<file path="config.mk">
export PLATFORM = sky130hd
export DESIGN_NAME = ima_adpcm_encoder_packer_top
export DESIGN_NICKNAME = d
export VERILOG_FILES = /design/src/rtl/imaenc_pkg.sv /design/src/rtl/ima_adpcm_encoder_packer_top.sv /design/src/rtl/imaenc_quant.sv /design/src/rtl/imaenc_pack.sv
export SDC_FILE = /design/constraint.sdc
export NUM_CORES = 1
export LEC_CHECK = 0
export BUFFER_PORTS_ARGS = -buffer_cell sky130_fd_sc_hd__buf_2
export CORE_UTILIZATION = 45
export DETAILED_ROUTE_END_ITERATION = 8
export PLACE_DENSITY = 0.6
export SLEW_MARGIN = 10
export SYNTH_ARGS = -nofsm -noshare
export SYNTH_HDL_FRONTEND = slang
export SYNTH_SLANG_ARGS = --single-unit
export TNS_END_PERCENT = 1
</file>
<file path="constraint.sdc">
create_clock -name i_clk -period 28.4 [get_ports i_clk]
set_clock_uncertainty 0.2 [all_clocks]
set_input_delay 4.26 -clock i_clk [delete_from_list [all_inputs] [get_ports i_clk]]
set_output_delay 4.26 -clock i_clk [all_outputs]
set_load 0.1 [all_outputs]
</file>
<file path="src/rtl/imaenc_pkg.sv">
// ----------------------------------------------------------------------------
// imaenc_pkg
// Shared types, constants and table functions for the IMA ADPCM encoder.
// ----------------------------------------------------------------------------
package imaenc_pkg;

    localparam int unsigned POS_W    = 7;
    localparam int unsigned STEP_W   = 15;
    localparam int unsigned SMP_W    = 16;
    localparam int unsigned NIB_W    = 4;
    localparam int unsigned BYTE_W   = 8;
    localparam int unsigned POS_MAX  = 88;
    localparam int unsigned STEP_CNT = 89;

    localparam logic [0:0] ACT_ENCODE = 1'b0;
    localparam logic [0:0] ACT_CLEAR  = 1'b1;

    // standard 89-entry step size table
    localparam logic [STEP_W-1:0] STEP_TAB [0:STEP_CNT-1] = '{
        15'd7,     15'd8,     15'd9,     15'd10,    15'd11,    15'd12,
        15'd13,    15'd14,    15'd16,    15'd17,    15'd19,    15'd21,
        15'd23,    15'd25,    15'd28,    15'd31,    15'd34,    15'd37,
        15'd41,    15'd45,    15'd50,    15'd55,    15'd60,    15'd66,
        15'd73,    15'd80,    15'd88,    15'd97,    15'd107,   15'd118,
        15'd130,   15'd143,   15'd157,   15'd173,   15'd190,   15'd209,
        15'd230,   15'd253,   15'd279,   15'd307,   15'd337,   15'd371,
        15'd408,   15'd449,   15'd494,   15'd544,   15'd598,   15'd658,
        15'd724,   15'd796,   15'd876,   15'd963,   15'd1060,  15'd1166,
        15'd1282,  15'd1411,  15'd1552,  15'd1707,  15'd1878,  15'd2066,
        15'd2272,  15'd2499,  15'd2749,  15'd3024,  15'd3327,  15'd3660,
        15'd4026,  15'd4428,  15'd4871,  15'd5358,  15'd5894,  15'd6484,
        15'd7132,  15'd7845,  15'd8630,  15'd9493,  15'd10442, 15'd11487,
        15'd12635, 15'd13899, 15'd15289, 15'd16818, 15'd18500, 15'd20350,
        15'd22385, 15'd24623, 15'd27086, 15'd29794, 15'd32767
    };

    // index adjustment per 3-bit magnitude
    localparam logic signed [4:0] IDX_ADJ [0:7] = '{
        -5'sd1, -5'sd1, -5'sd1, -5'sd1, 5'sd2, 5'sd4, 5'sd6, 5'sd8
    };

    // control from the encode stage to the packer
    typedef struct packed {
        logic fire;
        logic clear;
        logic last;
    } t_pack_ctl;

    // step size lookup, positions past the top read the top entry
    function automatic logic [STEP_W-1:0] step_size(input logic [POS_W-1:0] pos);
        logic [STEP_W-1:0] res;
        if (pos > POS_W'(POS_MAX)) begin
            res = STEP_TAB[POS_MAX];
        end else begin
            res = STEP_TAB[pos];
        end
        return res;
    endfunction

endpackage

</file>
<file path="src/rtl/ima_adpcm_encoder_packer_top.sv">
// ----------------------------------------------------------------------------
// ima_adpcm_encoder_packer_top
// IMA ADPCM 4-bit encoder with two-codes-per-byte packer.
// ----------------------------------------------------------------------------
// Takes one signed 16-bit sample per beat and encodes it into a 4-bit
// IMA ADPCM code; two codes form one output byte, the earlier in the low
// nibble, and a last sample with no partner goes out with a zero high
// nibble. Action 1 clears predictor, step index and the held nibble. One
// beat is taken every cycle unless the input stalls: a sample sits in the
// input register while the step lookup, compare-subtract chain and
// predictor update run, and any finished byte is written to the output
// register as the beat leaves the input register. While an output
// byte is stalled the input register holds its beat, whatever it is, and
// the input stalls once that register is occupied.
module ima_adpcm_encoder_packer_top (
    input  logic                                  i_clk,
    input  logic                                  i_rst_n,
    input  logic                                  i_valid,
    output logic                                  o_stall,
    input  logic                                  i_action,
    input  logic signed [imaenc_pkg::SMP_W-1:0]   i_sample,
    input  logic                                  i_last_sample,
    output logic                                  o_valid,
    input  logic                                  i_stall,
    output logic        [imaenc_pkg::BYTE_W-1:0]  o_packed_byte
);

    logic                                r_in_valid;
    logic                                r_action;
    logic signed [imaenc_pkg::SMP_W-1:0] r_sample;
    logic                                r_last;
    logic signed [imaenc_pkg::SMP_W-1:0] r_pred;
    logic        [imaenc_pkg::POS_W-1:0] r_pos;
    logic signed [imaenc_pkg::SMP_W-1:0] n_pred;
    logic        [imaenc_pkg::POS_W-1:0] n_pos;
    logic        [imaenc_pkg::NIB_W-1:0] code;
    logic                                busy;
    logic                                adv;
    logic                                accept;
    imaenc_pkg::t_pack_ctl               pack_ctl;

    // handshake
    assign adv     = r_in_valid && !busy;
    assign o_stall = r_in_valid && busy;
    assign accept  = i_valid && !o_stall;

    // input register
    always_ff @(posedge i_clk) begin
        if (!i_rst_n) begin
            r_in_valid <= 1'b0;
        end else if (accept) begin
            r_in_valid <= 1'b1;
        end else if (adv) begin
            r_in_valid <= 1'b0;
        end
    end

    always_ff @(posedge i_clk) begin
        if (accept) begin
            r_action <= i_action;
            r_sample <= i_sample;
            r_last   <= i_last_sample;
        end
    end

    // encoder datapath
    imaenc_quant u_quant (
        .i_sample (r_sample),
        .i_pred   (r_pred),
        .i_pos    (r_pos),
        .o_code   (code),
        .o_pred   (n_pred),
        .o_pos    (n_pos)
    );

    // predictor and step position
    always_ff @(posedge i_clk) begin
        if (!i_rst_n) begin
            r_pred <= '0;
            r_pos  <= '0;
        end else if (adv) begin
            if (r_action == imaenc_pkg::ACT_CLEAR) begin
                r_pred <= '0;
                r_pos  <= '0;
            end else begin
                r_pred <= n_pred;
                r_pos  <= n_pos;
            end
        end
    end

    // packer control
    always_comb begin
        pack_ctl.fire  = adv && (r_action == imaenc_pkg::ACT_ENCODE);
        pack_ctl.clear = adv && (r_action == imaenc_pkg::ACT_CLEAR);
        pack_ctl.last  = r_last;
    end

    imaenc_pack u_pack (
        .i_clk         (i_clk),
        .i_rst_n       (i_rst_n),
        .i_ctl         (pack_ctl),
        .i_code        (code),
        .i_stall       (i_stall),
        .o_busy        (busy),
        .o_valid       (o_valid),
        .o_packed_byte (o_packed_byte)
    );

endmodule

</file>
<file path="src/rtl/imaenc_quant.sv">
// ----------------------------------------------------------------------------
// imaenc_quant
// Quantizes one sample against the predictor and step size, and computes
// the next predictor and step position.
// ----------------------------------------------------------------------------
module imaenc_quant (
    input  logic signed [imaenc_pkg::SMP_W-1:0] i_sample,
    input  logic signed [imaenc_pkg::SMP_W-1:0] i_pred,
    input  logic        [imaenc_pkg::POS_W-1:0] i_pos,
    output logic        [imaenc_pkg::NIB_W-1:0] o_code,
    output logic signed [imaenc_pkg::SMP_W-1:0] o_pred,
    output logic        [imaenc_pkg::POS_W-1:0] o_pos
);

    logic [imaenc_pkg::STEP_W-1:0] step;
    logic signed [16:0]            diff;
    logic                          sign;
    logic [16:0]                   mag_a;
    logic [16:0]                   mag_b;
    logic [16:0]                   mag_c;
    logic [2:0]                    mag;
    logic [16:0]                   dq;
    logic signed [17:0]            psum;
    logic signed [7:0]             npos;

    // difference and its magnitude
    always_comb begin
        step  = imaenc_pkg::step_size(i_pos);
        diff  = 17'(i_sample) - 17'(i_pred);
        sign  = diff[16];
        mag_a = sign ? 17'(-diff) : 17'(diff);
    end

    // three compare-subtract steps
    always_comb begin
        mag[2] = (mag_a >= 17'(step));
        mag_b  = mag[2] ? (mag_a - 17'(step)) : mag_a;
        mag[1] = (mag_b >= 17'(step >> 1));
        mag_c  = mag[1] ? (mag_b - 17'(step >> 1)) : mag_b;
        mag[0] = (mag_c >= 17'(step >> 2));
    end

    // reconstructed difference and saturated predictor
    always_comb begin
        dq = 17'(step >> 3);
        if (mag[2]) dq = dq + 17'(step);
        if (mag[1]) dq = dq + 17'(step >> 1);
        if (mag[0]) dq = dq + 17'(step >> 2);
        psum = sign ? (18'(i_pred) - $signed({1'b0, dq}))
                    : (18'(i_pred) + $signed({1'b0, dq}));
        if (psum > 18'sd32767) begin
            o_pred = 16'sh7FFF;
        end else if (psum < -18'sd32768) begin
            o_pred = 16'sh8000;
        end else begin
            o_pred = psum[15:0];
        end
    end

    // step position update with clamp
    always_comb begin
        npos = $signed({1'b0, i_pos}) + 8'(imaenc_pkg::IDX_ADJ[mag]);
        if (npos < 8'sd0) begin
            o_pos = '0;
        end else if (npos > 8'(imaenc_pkg::POS_MAX)) begin
            o_pos = imaenc_pkg::POS_W'(imaenc_pkg::POS_MAX);
        end else begin
            o_pos = npos[imaenc_pkg::POS_W-1:0];
        end
        o_code = {sign, mag};
    end

endmodule

</file>
<file path="src/rtl/imaenc_pack.sv">
// ----------------------------------------------------------------------------
// imaenc_pack
// Pairs 4-bit codes into bytes and holds the output register.
// ----------------------------------------------------------------------------
module imaenc_pack (
    input  logic                                i_clk,
    input  logic                                i_rst_n,
    input  imaenc_pkg::t_pack_ctl               i_ctl,
    input  logic [imaenc_pkg::NIB_W-1:0]        i_code,
    input  logic                                i_stall,
    output logic                                o_busy,
    output logic                                o_valid,
    output logic [imaenc_pkg::BYTE_W-1:0]       o_packed_byte
);

    logic                                r_pending;
    logic [imaenc_pkg::NIB_W-1:0]        r_held;
    logic                                r_out_valid;
    logic [imaenc_pkg::BYTE_W-1:0]       r_out_byte;
    logic                                n_pending;
    logic [imaenc_pkg::NIB_W-1:0]        n_held;
    logic                                emit;
    logic [imaenc_pkg::BYTE_W-1:0]       emit_byte;

    // pairing decision
    always_comb begin
        n_pending = r_pending;
        n_held    = r_held;
        emit      = 1'b0;
        emit_byte = {i_code, r_held};
        if (i_ctl.clear) begin
            n_pending = 1'b0;
            n_held    = '0;
        end else if (i_ctl.fire) begin
            if (r_pending) begin
                emit      = 1'b1;
                n_pending = 1'b0;
                n_held    = '0;
            end else if (i_ctl.last) begin
                emit      = 1'b1;
                emit_byte = {{imaenc_pkg::NIB_W{1'b0}}, i_code};
            end else begin
                n_pending = 1'b1;
                n_held    = i_code;
            end
        end
    end

    // nibble state
    always_ff @(posedge i_clk) begin
        if (!i_rst_n) begin
            r_pending <= 1'b0;
            r_held    <= '0;
        end else begin
            r_pending <= n_pending;
            r_held    <= n_held;
        end
    end

    // output register
    always_ff @(posedge i_clk) begin
        if (!i_rst_n) begin
            r_out_valid <= 1'b0;
        end else if (emit) begin
            r_out_valid <= 1'b1;
        end else if (!i_stall) begin
            r_out_valid <= 1'b0;
        end
    end

    always_ff @(posedge i_clk) begin
        if (emit) begin
            r_out_byte <= emit_byte;
        end
    end

    assign o_busy        = r_out_valid && i_stall;
    assign o_valid       = r_out_valid;
    assign o_packed_byte = r_out_byte;

endmodule
</file>
==> impl_metrics.toml <==
[clock_network]
insertion_delay_ns = 0.30
clk_pin_slew_worst_paths_ns = 0.07
cts_hold_buffers = 0
post_cts_buffers = 0
cts_tree = "built"
cts_root_buffer = "clkbuf_16"
numCtsBuffers = 5
cts_htree_levels = 2
cts_resized = 0
numClockSinks = 56
clk_path_buf_depth = 2

[global_routing]
grt_overflow_total = 0
grt_max_degree = 68
grt_pass1_vias = 10700
grt_pass1_wl_um = 56000
grt_usage_pct = 26.6
antenna_found_initial = 0

[synth]
synth_flop_cell = "dfxtp_1"
seq_area_frac_synth_pct = 12.0
synth_nets = 1751
yosysTopAreaCell = "ha_1"
synth_top_area_share_pct = 15.6
ys_ff_latch = 56
syn_area_per_cell_um2 = 7.26
yosys-top-cells-area = "ha_1 16%, edfxtp_1 6.8%, a21oi_1 6.4%"
synth_cells = 1578
yosys_warnings = 0
synth_edf_count = 26
ys_types = 89
async_flop_share_pct = 0
netlist_area_um2 = 11500

[routing]
vias = 11600
drtPass1Iterations = 6
routedWlPerCell_um = 18.3
postRouteAntennaNets = 0
wirelength_um = 34600
drc = 0
via_per_inst = 6.10
drtIter0Drc = 1066

[placement]
dp.cells = 1890
routabilityCongestion = 0.925
dp_hpwl_um = 27100
io_buffer_count = 31

[timing]
setup_viol = 0
slew_viol_final = 0
timing.setup.tns_ns = 0
rsz0062_at_grt = "false"
fmax_ghz = 0.0579
post-route-period-util_pct = 60.9
tightestPinTransition_ns = 1.11
hold_viol_final = 0
min_period_ns = 17.28
relSlewSlack_pct = 25.3

[critical_path]
cp_max_fo = 57
crit_arrival_ns = 17.33
slowest_delay_ns = 0.83
cp_slowest_cell = "o31a_1"
end_kind = "register"
crit_type = "register to register"
start_kind = "register"
critPathMostFrequentCell = "o21ai_0"
required_ns = 28.45

[die]
die_h_um = 162
io_pins = 32
row_count = 58
die_x_um = 162
core_um2 = 25100
dieArea_um2 = 26100
initial_utilization_pct = 45.7

[run]
maxCapViolations = 0

[worst_hold_path]
min_path_type = "register to register"

[layout]
drive_above_1_share_pct = 7.02
diodes = 0
synthToLayoutAreaGrowth_pct = 5.04
mostFrequentLayoutCell = "nor2_1"
final_cell_mix = "150 x nor2_1, 147 x nand2_1, 146 x a21oi_1"
final_nets = 1740
stdcell_count = 1898

[run_status]
status = "finished, final reports clean"
[metal layers]
metal / track usage (%) / up-vias / wire length (um)
met5: 0 / - / 0
met4: 7.03 / 0 / 832
met3: 1.57 / 55 / 1930
met2: 44.1 / 368 / 15700
met1: 37.2 / 5365 / 16100
li1: - / 5784 / -
[layout make-up]
cell class | count | area [um^2]
multi-input cells | 1363 | 9460
flip-flops and latches | 56 | 1380
inverters | 91 | 342
clock inverters | 2 | 13.8
repair buffers | 50 | 298
fillers | 2563 | 13100
well taps | 330 | 413
clock buffers | 6 | 129
[critical path, delay by kind of cell (launching register included)]
family	cells	cell delay, ns
buf+inv	6	0.84
fa+ha+maj	6	1.82
mux	2	0.92
flops	1	0.39
xor+xnor	2	0.65
simple gates	16	3.85
compound gates	34	8.50
[kinds of logic (layout without fill, tap and decap cells)]
group,Yosys count,in the layout,share of synthesized area [%]
fa+ha+maj,151,151,17.0
buf+inv,159,149,5.56
mux,41,41,3.90
simple gates,512,512,21.1
compound gates,538,538,31.0
flops,56,56,12.0
xor+xnor,121,121,9.38
[registers in the layout (all words and copies together), names as in the netlist]
signal and cells:
r_action 1, r_in_valid 1, r_last 1, r_pos 7, r_pred 16, r_sample 16
u_pack.o_packed_byte 8, u_pack.o_valid 1, u_pack.r_held 4, u_pack.r_pending 1
[through the flow]
step	hold WS (ns)	utilization [%]	cell area, um^2	worst slack, ns
final	0.315	48.0	12000	11.12
after detailed placement	0.301	47.4	11900	11.26
after CTS	0.319	48.0	12000	11.16
after global placement	0.300	47.4	11900	11.72
after floorplan	0.262	-	11500	12.17
after global routing	0.368	48.0	12000	9.75
[worst paths after layout]
| check | start | endpoint | slack, ns | cells past startpoint |
|---|---|---|---|---|
| setup / recovery | r_pred[4] | r_pred[9] | 11.12 | 66 |
| hold reg to reg | u_pack.r_held[1] | u_pack.r_held[1] | 0.32 | 2 |
| setup reg to reg | r_pred[4] | r_pred[9] | 11.12 | 66 |
| hold / removal | u_pack.r_held[1] | u_pack.r_held[1] | 0.32 | 2 |
[synth_stat cells, types with 7 or more instances]
library cell	count
inv_1	88
xnor2_1	81
o211ai_1	20
clkbuf_1	46
o21ai_1	18
a22oi_1	12
a21o_1	31
and2_1	8
o21bai_1	16
o31ai_1	15
a211oi_1	23
o211a_1	17
nor2b_1	24
a2111oi_0	7
a21boi_0	8
nand4_1	8
nand2_1	147
buf_1	12
mux2i_1	23
or2_2	10
a311oi_1	7
mux2_2	16
or3_1	15
and3_1	13
xor2_1	38
o21ai_0	109
nand2b_1	24
ha_1	143
a21oi_1	146
fa_1	8
edfxtp_1	26
a31oi_1	24
nor3_1	46
nor4_1	7
o21a_1	10
dfxtp_1	30
nand3_1	35
nor2_1	150
Power is not shown: default switching activity piles up to over one toggle a cycle in this logic, so the estimate is an artifact.
